## src/rtl/smrg_pkg.sv

```systemverilog
// Shared constants, state and command types of the splitmix range core.
// No dependencies; imported by the controller, datapath, top level and checker.
`timescale 1ns / 1ps

package smrg_pkg;

    localparam int SEED_W  = 64;
    localparam int BOUND_W = 32;
    localparam int SPAN_W  = BOUND_W + 1;
    localparam int HALF_W  = SEED_W / 2;

    localparam logic [SEED_W-1:0] GOLDEN_STEP = 64'h9E37_79B9_7F4A_7C15;
    localparam logic [SEED_W-1:0] MIX_MUL_A   = 64'hBF58_476D_1CE4_E5B9;
    localparam logic [SEED_W-1:0] MIX_MUL_B   = 64'h94D0_49BB_1331_11EB;
    localparam int MIX_SHIFT_A = 30;
    localparam int MIX_SHIFT_B = 27;
    localparam int MIX_SHIFT_C = 31;

    localparam int DIV_STEPS = SEED_W;
    localparam int DIV_CNT_W = $clog2(DIV_STEPS);

    localparam int IN_DATA_W  = 128;
    localparam int OUT_DATA_W = 32;

    // Input beat kinds carried on tuser.
    localparam logic CMD_LOAD = 1'b0;
    localparam logic CMD_ROLL = 1'b1;

    typedef enum logic [2:0] {
        ST_IDLE,
        ST_MUL_A,
        ST_MIX_A,
        ST_MUL_B,
        ST_MIX_B,
        ST_DIV,
        ST_EMIT
    } state_t;

    // Partial products of a 64-bit product truncated to 64 bits.
    typedef enum logic [1:0] {
        PH_LL,
        PH_LH,
        PH_HL
    } mul_phase_t;

    typedef struct packed {
        logic       load_seed;
        logic       start_roll;
        logic       mul_en;
        mul_phase_t mul_phase;
        logic       mul_use_b;
        logic       mix_a;
        logic       mix_b;
        logic       div_step;
        logic       emit;
    } dp_cmd_t;

    typedef struct packed {
        logic out_free;
    } dp_status_t;

endpackage

```

## src/rtl/splitmix_range_random_generator_core.sv

```systemverilog
// Top level of the splitmix64 range generator: controller plus datapath.
// Depends on smrg_pkg, smrg_ctrl and smrg_datapath.
`timescale 1ns / 1ps

// A load beat (tuser = 0) replaces the 64-bit seed and gives no result.
// A roll beat (tuser = 1) advances the seed by the golden-ratio step, runs
// the splitmix64 finalizer and reduces the mix modulo the inclusive span of
// the two signed bounds (swapped when given in reverse), then adds the lower
// bound. A roll occupies the block from its accept cycle through two 64-bit
// multiplies, built from the LL, LH and HL partial products on one shared
// 32x32 multiplier and each followed by a mix step, through 64 steps of the
// radix-2 remainder unit, and up to the write of the output register. Input
// ready is low during that time. The result sits in an output register, so
// the next beat is taken while it waits for m_axis_tready; a second roll can
// only finish once that register is free. The seed resets to zero.
module splitmix_range_random_generator_core (
    input  logic                              clk,
    input  logic                              rst_n,
    input  logic                              s_axis_tvalid,
    output logic                              s_axis_tready,
    // [31:0] range_low, [63:32] range_high, [127:64] seed_value
    input  logic [smrg_pkg::IN_DATA_W-1:0]    s_axis_tdata,
    // [0] cmd
    input  logic                              s_axis_tuser,
    output logic                              m_axis_tvalid,
    input  logic                              m_axis_tready,
    // [31:0] roll_value
    output logic [smrg_pkg::OUT_DATA_W-1:0]   m_axis_tdata
);
    import smrg_pkg::*;

    dp_cmd_t    cmd;
    dp_status_t status;

    // Split the input beat into its fields.
    logic [BOUND_W-1:0] range_low;
    logic [BOUND_W-1:0] range_high;
    logic [SEED_W-1:0]  seed_value;

    assign range_low  = s_axis_tdata[BOUND_W-1:0];
    assign range_high = s_axis_tdata[2*BOUND_W-1:BOUND_W];
    assign seed_value = s_axis_tdata[2*BOUND_W+SEED_W-1:2*BOUND_W];

    // Sequencer: owns the handshake on the input side and steps the datapath.
    smrg_ctrl u_ctrl (
        .clk      (clk),
        .rst_n    (rst_n),
        .in_valid (s_axis_tvalid),
        .in_kind  (s_axis_tuser),
        .status   (status),
        .in_ready (s_axis_tready),
        .cmd      (cmd)
    );

    // Seed, mixer, remainder unit and the output register.
    smrg_datapath u_datapath (
        .clk        (clk),
        .rst_n      (rst_n),
        .cmd        (cmd),
        .range_low  (range_low),
        .range_high (range_high),
        .seed_value (seed_value),
        .out_ready  (m_axis_tready),
        .out_valid  (m_axis_tvalid),
        .out_data   (m_axis_tdata),
        .status     (status)
    );

endmodule

```

## src/rtl/smrg_ctrl.sv

```systemverilog
// Sequencer of the splitmix range core: accepts beats and steps the datapath.
// Depends on smrg_pkg.
`timescale 1ns / 1ps

module smrg_ctrl (
    input  logic                clk,
    input  logic                rst_n,
    input  logic                in_valid,
    input  logic                in_kind,
    input  smrg_pkg::dp_status_t status,
    output logic                in_ready,
    output smrg_pkg::dp_cmd_t   cmd
);
    import smrg_pkg::*;

    state_t               state_reg, state_next;
    mul_phase_t           phase_reg, phase_next;
    logic [DIV_CNT_W-1:0] cnt_reg, cnt_next;
    logic                 div_last;

    assign div_last = (cnt_reg == DIV_CNT_W'(DIV_STEPS - 1));

    always_ff @(posedge clk or negedge rst_n)
    begin
        if (!rst_n)
        begin
            state_reg <= ST_IDLE;
            phase_reg <= PH_LL;
            cnt_reg   <= '0;
        end
        else
        begin
            state_reg <= state_next;
            phase_reg <= phase_next;
            cnt_reg   <= cnt_next;
        end
    end

    // Next state and counters.
    always_comb
    begin
        state_next = state_reg;
        phase_next = phase_reg;
        cnt_next   = cnt_reg;
        case (state_reg)
            ST_IDLE:
            begin
                phase_next = PH_LL;
                cnt_next   = '0;
                if (in_valid && in_kind == CMD_ROLL)
                    state_next = ST_MUL_A;
            end
            ST_MUL_A, ST_MUL_B:
            begin
                case (phase_reg)
                    PH_LL:   phase_next = PH_LH;
                    PH_LH:   phase_next = PH_HL;
                    default:
                    begin
                        phase_next = PH_LL;
                        state_next = (state_reg == ST_MUL_A) ? ST_MIX_A : ST_MIX_B;
                    end
                endcase
            end
            ST_MIX_A: state_next = ST_MUL_B;
            ST_MIX_B: state_next = ST_DIV;
            ST_DIV:
            begin
                cnt_next = cnt_reg + 1'b1;
                if (div_last)
                    state_next = ST_EMIT;
            end
            ST_EMIT:
            begin
                if (status.out_free)
                    state_next = ST_IDLE;
            end
            default: state_next = ST_IDLE;
        endcase
    end

    // Datapath commands.
    always_comb
    begin
        cmd       = '0;
        cmd.mul_phase = phase_reg;
        in_ready  = 1'b0;
        case (state_reg)
            ST_IDLE:
            begin
                in_ready       = 1'b1;
                cmd.load_seed  = in_valid && (in_kind == CMD_LOAD);
                cmd.start_roll = in_valid && (in_kind == CMD_ROLL);
            end
            ST_MUL_A:  cmd.mul_en = 1'b1;
            ST_MUL_B:
            begin
                cmd.mul_en    = 1'b1;
                cmd.mul_use_b = 1'b1;
            end
            ST_MIX_A:  cmd.mix_a    = 1'b1;
            ST_MIX_B:  cmd.mix_b    = 1'b1;
            ST_DIV:    cmd.div_step = 1'b1;
            ST_EMIT:   cmd.emit     = status.out_free;
            default:   cmd = '0;
        endcase
    end

endmodule

```

## src/rtl/smrg_datapath.sv

```systemverilog
// Datapath of the splitmix range core: seed, mixer with a shared 32x32
// multiplier, radix-2 remainder unit and output register. Depends on smrg_pkg.
`timescale 1ns / 1ps

module smrg_datapath (
    input  logic                         clk,
    input  logic                         rst_n,
    input  smrg_pkg::dp_cmd_t            cmd,
    input  logic [smrg_pkg::BOUND_W-1:0] range_low,
    input  logic [smrg_pkg::BOUND_W-1:0] range_high,
    input  logic [smrg_pkg::SEED_W-1:0]  seed_value,
    input  logic                         out_ready,
    output logic                         out_valid,
    output logic [smrg_pkg::BOUND_W-1:0] out_data,
    output smrg_pkg::dp_status_t         status
);
    import smrg_pkg::*;

    logic [SEED_W-1:0]  seed_reg, seed_next;
    logic [SEED_W-1:0]  z_reg, z_next;
    logic [SEED_W-1:0]  acc_reg, acc_next;
    logic [BOUND_W-1:0] lo_reg, lo_next;
    logic [SPAN_W-1:0]  span_reg, span_next;
    logic [SPAN_W-1:0]  rem_reg, rem_next;
    logic [BOUND_W-1:0] out_data_reg, out_data_next;
    logic               out_valid_reg, out_valid_next;

    logic [SEED_W-1:0]  seed_adv;
    logic [SEED_W-1:0]  mul_k;
    logic [HALF_W-1:0]  mul_a, mul_b;
    logic [SEED_W-1:0]  prod;
    logic               swap;
    logic [BOUND_W-1:0] lo_sel, hi_sel;
    logic [SPAN_W-1:0]  diff;
    logic [SPAN_W:0]    rem_shift, rem_sub;

    assign seed_adv = seed_reg + GOLDEN_STEP;
    assign swap     = $signed(range_low) > $signed(range_high);
    assign lo_sel   = swap ? range_high : range_low;
    assign hi_sel   = swap ? range_low : range_high;
    assign diff     = {hi_sel[BOUND_W-1], hi_sel} - {lo_sel[BOUND_W-1], lo_sel};

    assign mul_k = cmd.mul_use_b ? MIX_MUL_B : MIX_MUL_A;

    always_comb
    begin
        case (cmd.mul_phase)
            PH_LH:
            begin
                mul_a = z_reg[HALF_W-1:0];
                mul_b = mul_k[SEED_W-1:HALF_W];
            end
            PH_HL:
            begin
                mul_a = z_reg[SEED_W-1:HALF_W];
                mul_b = mul_k[HALF_W-1:0];
            end
            default:
            begin
                mul_a = z_reg[HALF_W-1:0];
                mul_b = mul_k[HALF_W-1:0];
            end
        endcase
    end

    assign prod = SEED_W'(mul_a) * SEED_W'(mul_b);

    assign rem_shift = {rem_reg, z_reg[SEED_W-1]};
    assign rem_sub   = rem_shift - {1'b0, span_reg};

    always_comb
    begin
        seed_next      = seed_reg;
        z_next         = z_reg;
        acc_next       = acc_reg;
        lo_next        = lo_reg;
        span_next      = span_reg;
        rem_next       = rem_reg;
        out_data_next  = out_data_reg;
        out_valid_next = out_valid_reg && !out_ready;

        if (cmd.load_seed)
            seed_next = seed_value;
        if (cmd.start_roll)
        begin
            seed_next = seed_adv;
            z_next    = seed_adv ^ (seed_adv >> MIX_SHIFT_A);
            lo_next   = lo_sel;
            span_next = diff + SPAN_W'(1);
        end
        if (cmd.mul_en)
        begin
            if (cmd.mul_phase == PH_LL)
                acc_next = prod;
            else
                acc_next = acc_reg + {prod[HALF_W-1:0], {HALF_W{1'b0}}};
        end
        if (cmd.mix_a)
            z_next = acc_reg ^ (acc_reg >> MIX_SHIFT_B);
        if (cmd.mix_b)
        begin
            z_next   = acc_reg ^ (acc_reg >> MIX_SHIFT_C);
            rem_next = '0;
        end
        if (cmd.div_step)
        begin
            z_next   = {z_reg[SEED_W-2:0], 1'b0};
            rem_next = rem_sub[SPAN_W] ? rem_shift[SPAN_W-1:0] : rem_sub[SPAN_W-1:0];
        end
        if (cmd.emit)
        begin
            out_data_next  = lo_reg + rem_reg[BOUND_W-1:0];
            out_valid_next = 1'b1;
        end
    end

    always_ff @(posedge clk or negedge rst_n)
    begin
        if (!rst_n)
        begin
            seed_reg      <= '0;
            out_valid_reg <= 1'b0;
        end
        else
        begin
            seed_reg      <= seed_next;
            out_valid_reg <= out_valid_next;
        end
    end

    always_ff @(posedge clk)
    begin
        z_reg        <= z_next;
        acc_reg      <= acc_next;
        lo_reg       <= lo_next;
        span_reg     <= span_next;
        rem_reg      <= rem_next;
        out_data_reg <= out_data_next;
    end

    assign out_valid       = out_valid_reg;
    assign out_data        = out_data_reg;
    assign status.out_free = !out_valid_reg || out_ready;

endmodule

```

## config.mk

```make
export PLATFORM = sky130hd
export DESIGN_NAME = splitmix_range_random_generator_core
export DESIGN_NICKNAME = d
export VERILOG_FILES = /design/src/rtl/smrg_pkg.sv /design/src/rtl/splitmix_range_random_generator_core.sv /design/src/rtl/smrg_ctrl.sv /design/src/rtl/smrg_datapath.sv
export SDC_FILE = /design/constraint.sdc
export NUM_CORES = 2
export LEC_CHECK = 0
export BUFFER_PORTS_ARGS = -buffer_cell sky130_fd_sc_hd__clkbuf_2
export CORE_UTILIZATION = 55
export DETAILED_ROUTE_END_ITERATION = 7
export PLACE_DENSITY = 0.85
export SLEW_MARGIN = 5
export SYNTH_ARGS = -nofsm -noshare
export SYNTH_HDL_FRONTEND = slang
export SYNTH_SLANG_ARGS = --single-unit
```

## constraint.sdc

```tcl
create_clock -name clk -period 11.3 [get_ports clk]
set_clock_uncertainty 0.2 [all_clocks]
set_input_delay 1.695 -clock clk [delete_from_list [all_inputs] [get_ports clk]]
set_output_delay 1.695 -clock clk [all_outputs]
set_load 0.05 [all_outputs]
```

Word-level counts from Yosys, hierarchy flattened. Cells that the tools add are included.

Equal/unequal tests: 14. Muxes and demuxes: 34. $mul: 1. $lt $le $gt $ge: 1. $add $sub $neg: 7. Reduce and logical (&&, ||, !) cells: 19. Bitwise operators: 4.

Operator list (count): $mux W64 (7); $mux W32 (4); $mux W33 (3); $add A64 B64 Y64 (1); $add A64 B64 Y64 const B (1); $mul A32 B32 Y64 (1); $xor A64 B33 Y64 (1); $xor A64 B34 Y64 (1); $xor A64 B37 Y64 (1); $mux W62 (1); $sub A34 B33 Y34 (1); $add A33 B1 Y33 const B (1); $sub A32 B32 Y33 (1); $add A32 B32 Y32 (1); $gt A32 B32 Y1 (1); $pmux W3 S6 (1); $mux W3 (5); $pmux W6 S2 (1); $eq A3 B3 Y1 const B (3); $mux W1 (8); $pmux W2 S2 (2); $reduce_bool A2 Y1 (4); $reduce_or A7 Y1 (1); $add A6 B1 Y6 const B (1); 18 further kinds (28).

Output and inout port bits: 34. Bits in registers: 334.

Depth between registers and ports, before layout.
Depth after elaboration: 8. Gate-level depth with buffers: 42. Gate-level depth less buffers: 38.

Modules after synthesis. Synthesis repeated with hierarchy kept, for this count alone.

Cells, all modules: 5674. Area, all modules: 53555.1 µm².

Modules (own cells, without submodules): smrg_datapath (area each 52883.2 µm², cells an instance 5603, instances 1); smrg_ctrl (area each 671.9 µm², cells an instance 71, instances 1).

Worst setup path after synthesis. Ideal clock, no wire load.

Kind: register to register. From: register u_ctrl.state_reg[2]. To: register u_datapath.acc_reg[62] (data pin). Stages on the path, launching flop included: 39. Path buffers: 3. Required time: 10833 ps. Path slack: 633 ps. Arrival: 10200 ps. Setup time: 267 ps. Cells stage by stage: dfrtp_1 -> clkbuf_1 -> nand2b_1 -> inv_1 -> nand2_1 -> inv_1 -> buf_1 -> ha_1 -> clkbuf_1 -> nor2_1 -> inv_1 -> fa_1 -> inv_1 -> fa_1 -> inv_1 -> fa_1 -> fa_1 -> inv_1 -> (+3 left out) -> fa_1 -> ha_1 -> a21oi_1 -> o221ai_1 -> o31ai_1 -> o21ai_0 -> xnor2_1 -> ha_1 -> a21o_1 -> a21oi_1 -> nand2b_1 -> o221ai_1 -> o21ai_0 -> o21ai_1 -> a311o_1 -> and4_1 -> nor3_1 -> o21ai_0.

Word-level cells in the longest chain between the ends: 8. Elaborated cells on any way between the ends: 19. Those cells by class: add/sub (1); mul (1); eq/ne (8); mux (6); reduce/logical (3).

Ends and longest elaborated chain: start, declared (line smrg_ctrl.sv:16) `state_t state_reg, state_next;`; start signal, assigned (line smrg_ctrl.sv:33) `state_reg <= state_next;`; $eq A3 B2 Y1 (tied with other cells) (line smrg_ctrl.sv:88) `case (state_reg)`; $reduce_or A7 Y1 (no line); $mux W2 (line smrg_ctrl.sv:88); $eq A2 B2 Y1 / $eq A2 B1 Y1 (equally long branches) (line smrg_datapath.sv:47) `case (cmd.mul_phase)`; $mux W32 (line smrg_datapath.sv:47); $mul A32 B32 Y64 (line smrg_datapath.sv:66) `assign prod = SEED_W'(mul_a) * SEED_W'(mul_b);`; $add A64 B64 Y64 (line smrg_datapath.sv:96) `acc_next = acc_reg + {prod[HALF_W-1:0], {HALF_W{1'b0}}};`; $mux W64 (*) (line smrg_datapath.sv:93) `if (cmd.mul_phase == PH_LL)`; end signal, assigned (line smrg_datapath.sv:134) `acc_reg <= acc_next;`; end, declared (line smrg_datapath.sv:21) `logic [SEED_W-1:0] acc_reg, acc_next;`.

Mark *: on every way between the ends. The rest lies on a longest branch, timed or not. A chain may end at the register's enable or synchronous reset.

Final worst setup path. Same ends and word-level chain as after synthesis.

==> results.py <==
metrics = {
    "setup_path": {
        "reg2reg_slack_ns": 0.42,
        "endpoint_kind": "flop",
        "cpMostUsedCell": "fa_1",
        "cp_max_fo": 13,
        "startpoint_type": "flop",
        "crit_path_max_incr_delay_ns": 0.58,
        "critical_path_arrival_ns": 10.98,
        "r2r_cells": 34,
        "cp_slowest_cell": "dfrtp_1",
        "crit_type": "flop to flop",
        "cp.required_ns": 11.40,
    },
    "logic_synthesis": {
        "synth_top_family_by_area": "adder cells",
        "yosys.area.top_type": "fa_1",
        "yosysTopAreaCellShare_pct": 30.4,
        "synth_async_sr_flop_share_pct": 22.8,
        "yosys.cell_types.count": 104,
        "synth_compound_area_share_pct": 13.5,
        "yosysWarnings": 0,
        "syn_inst": 5825,
        "synth_area_sq_um": 54300,
        "synthTopCellsByArea": "fa_1 (30%), edfxtp_1 (14%), ha_1 (12%)",
        "ys.flop_type": "edfxtp_1",
        "synth_mux_area_share_pct": 1.32,
        "synth_xor_area_share_pct": 4.87,
        "synth_seq_cells": 334,
        "synth-simple-area-share_pct": 12.1,
        "avgSynthCellArea_sq_um": 9.33,
        "yosysSeqAreaShare_pct": 17.7,
        "syn-num-nets": 7284,
        "synth_edf_count": 257,
        "synth_fa_ha_area_share_pct": 42.0,
    },
    "detailed_routing": {
        "drc_errors": 0,
        "ant_nets": 0,
        "vias": 43554,
        "viasPerCell": 6.04,
        "drt-total-wl_um": 171000,
        "first_pass_iters": 8,
        "post_drt_wl_per_cell_um": 23.7,
        "drt-initial-drc-count": 4506,
    },
    "final_layout": {
        "area_growth_pct": 6.55,
        "nets": 7361,
        "drive_above_1_share_pct": 7.05,
        "num-fill-cells": 8287,
        "mostFrequentLayoutCell": "inv_1",
        "final_cell_area_sq_um": 57900,
        "layout_common_cells": "inv_1 (1,003), fa_1 (826), ha_1 (500), nor2_1 (448), nand2_1 (398)",
    },
    "placed_design": {
        "routabilityCongestion": 1.03,
        "dpl_cell_area_sq_um": 56600,
        "dp_slack_ns": 0.311,
        "port_buffers": 166,
        "dp_hpwl_um": 143000,
    },
    "global_route": {
        "antenna_found_initial": 0,
        "grt_pass1_vias": 44012,
        "grt_pass1_wl_um": 263000,
        "grtUsageTotal_pct": 34.8,
        "grt_max_degree": 99,
        "grt-ovfl-total": 0,
    },
    "power_and_ir_drop": {
        "power_frac_seq_pct": 45.9,
        "powerDensity_nw_per_um2": 49.9,
        "p_int_mw": 2.15,
        "netSwitchingFraction_pct": 25.4,
        "power.leakage_nw": 29.3,
        "p_sw_uw": 735,
        "power_mw": 2.89,
        "clkPwrFrac_pct": 43.5,
        "power_frac_comb_pct": 10.6,
        "vdd_drop_max_mv": 0.0880,
    },
    "floorplanning": {
        "placementRows": 114,
        "fp.dieW_um": 316,
        "start_util_pct": 55.8,
        "die_area_sq_um": 100000,
        "ioPinCount": 167,
        "coreArea_sq_um": 97300,
        "die_h_um": 316,
    },
    "min_path": {
        "hold_path.class": "flop to flop",
        "hold_depth": 2,
    },
    "clock_tree": {
        "cts_hold_buf": 0,
        "clockRootBuffer": "clkbuf_16",
        "htree_num_levels": 2,
        "clock_sinks": 334,
        "clkTransAtPathRegs_ns": 0.06,
        "clock_latency_ns": 0.57,
        "cts_buffer_depth": 3,
        "cts_tree": "yes",
        "cts_made_buffers": 37,
    },
    "timing": {
        "rsz0062_at_grt": "yes",
        "fmax_ghz": 0.0919,
        "fin_ws_ns": 0.422,
        "finalHoldViolCount": 0,
        "setup_violations": 0,
        "slew_viol_final": 0,
        "slew_headroom_pct": 28.6,
        "period_needed_ns": 10.88,
        "fin_crit_sh_pct": 96.3,
        "setup_tns_ns": 0,
        "worst_slew_pin_slew_ns": 1.07,
    },
    "job": {
        "max_cap_viol_count": 0,
    },
    "outcome": {
        "status": "completed",
    },
}
power groups by stage:
stage	sequential, mW	combinational, mW	clock [mW]
after floorplan	1.35	0.208	0
after global placement	1.35	0.291	0
after detailed placement	1.35	0.299	0
after CTS	1.33	0.302	1.26
after global routing	1.33	0.339	1.31
final	1.33	0.306	1.26
final timing paths:
check / start / end
worst max-delay path: u_ctrl.state_reg[2] / u_datapath.acc_reg[62]
worst min-delay path: u_datapath.z_reg[0] / u_datapath.z_reg[0]
worst max register to register: u_ctrl.state_reg[2] / u_datapath.acc_reg[62]
worst min register to register: u_datapath.z_reg[0] / u_datapath.z_reg[0]
max in group asynchronous: rst_n / u_ctrl.state_reg[0]
min in group asynchronous: rst_n / u_datapath.seed_reg[52]
area by class of cell:
type,count,area (sq um),area share (%)
sequential,334,9640,16.7
clock buffer,47,1000,1.74
clock inverter,20,210,0.363
multi-input combinational,4266,40100,69.4
inverter,1012,3810,6.58
tap,1276,1600,2.76
antenna,1,2.50,0.00432
timing repair buffer,251,1470,2.55
cell families after synthesis:
group	after synthesis
fa+ha+maj	1326
buf+inv	1225
compound gates	1167
xor+xnor	299
simple gates	1404
flops	334
mux	70
per-layer routing:
| metal | vias up | GRT usage (%) | routed length, um |
|---|---|---|---|
| met5 | - | 0 | 0 |
| met2 | 2377 | 55.3 | 78100 |
| li1 | 19251 | - | - |
| met4 | 0 | 17.6 | 10900 |
| met1 | 21444 | 46.0 | 65300 |
| met3 | 482 | 6.12 | 16400 |
per-stage QoR:
stage                     hold slack, ns  util [%]  instances
after global placement             0.274      58.2       7134
final                              0.298      59.5       7207
after global routing               0.348      59.5       7206
after detailed placement           0.282      58.2       7134
after CTS                          0.294      59.4       7201
after floorplan                    0.258         -       5825
cell usage after synthesis (20+ instances only):
cell type / instances
a211oi_1: 25
a31oi_1: 36
nand4_1: 35
edfxtp_1: 257
nor3_1: 43
inv_1: 1005
xor2_1: 102
o21ai_0: 256
mux2i_1: 57
dfrtp_1: 76
nand3_1: 73
nor2_1: 454
o22ai_1: 81
nand2_1: 402
nand2b_1: 98
o21ai_1: 22
a21oi_1: 373
or2_2: 34
ha_1: 500
a21o_1: 119
xnor2_1: 195
nor2b_1: 64
and2_1: 112
o21bai_1: 26
o21a_1: 39
or3_1: 20
clkbuf_1: 190
fa_1: 826
and3_1: 25
critical path, delay by kind of cell, from the launching register on:
| family | cells | cell delay, ns |
|---|---|---|
| flip-flops | 1 | 0.58 |
| multiplexers | 1 | 0.41 |
| AND/OR/NAND/NOR | 6 | 1.41 |
| AO/OA/AOI/OAI | 10 | 2.16 |
| XOR/XNOR | 1 | 0.42 |
| adder cells (fa/ha/maj) | 10 | 4.43 |
| buffers and inverters | 6 | 0.97 |
what timing repair did:
item	CTS	global route
setup buffers	0	5
gates resized for setup	0	9
endpoints found under the setup margin	0	7
Note: power is estimated with default switching activity, not from simulation.
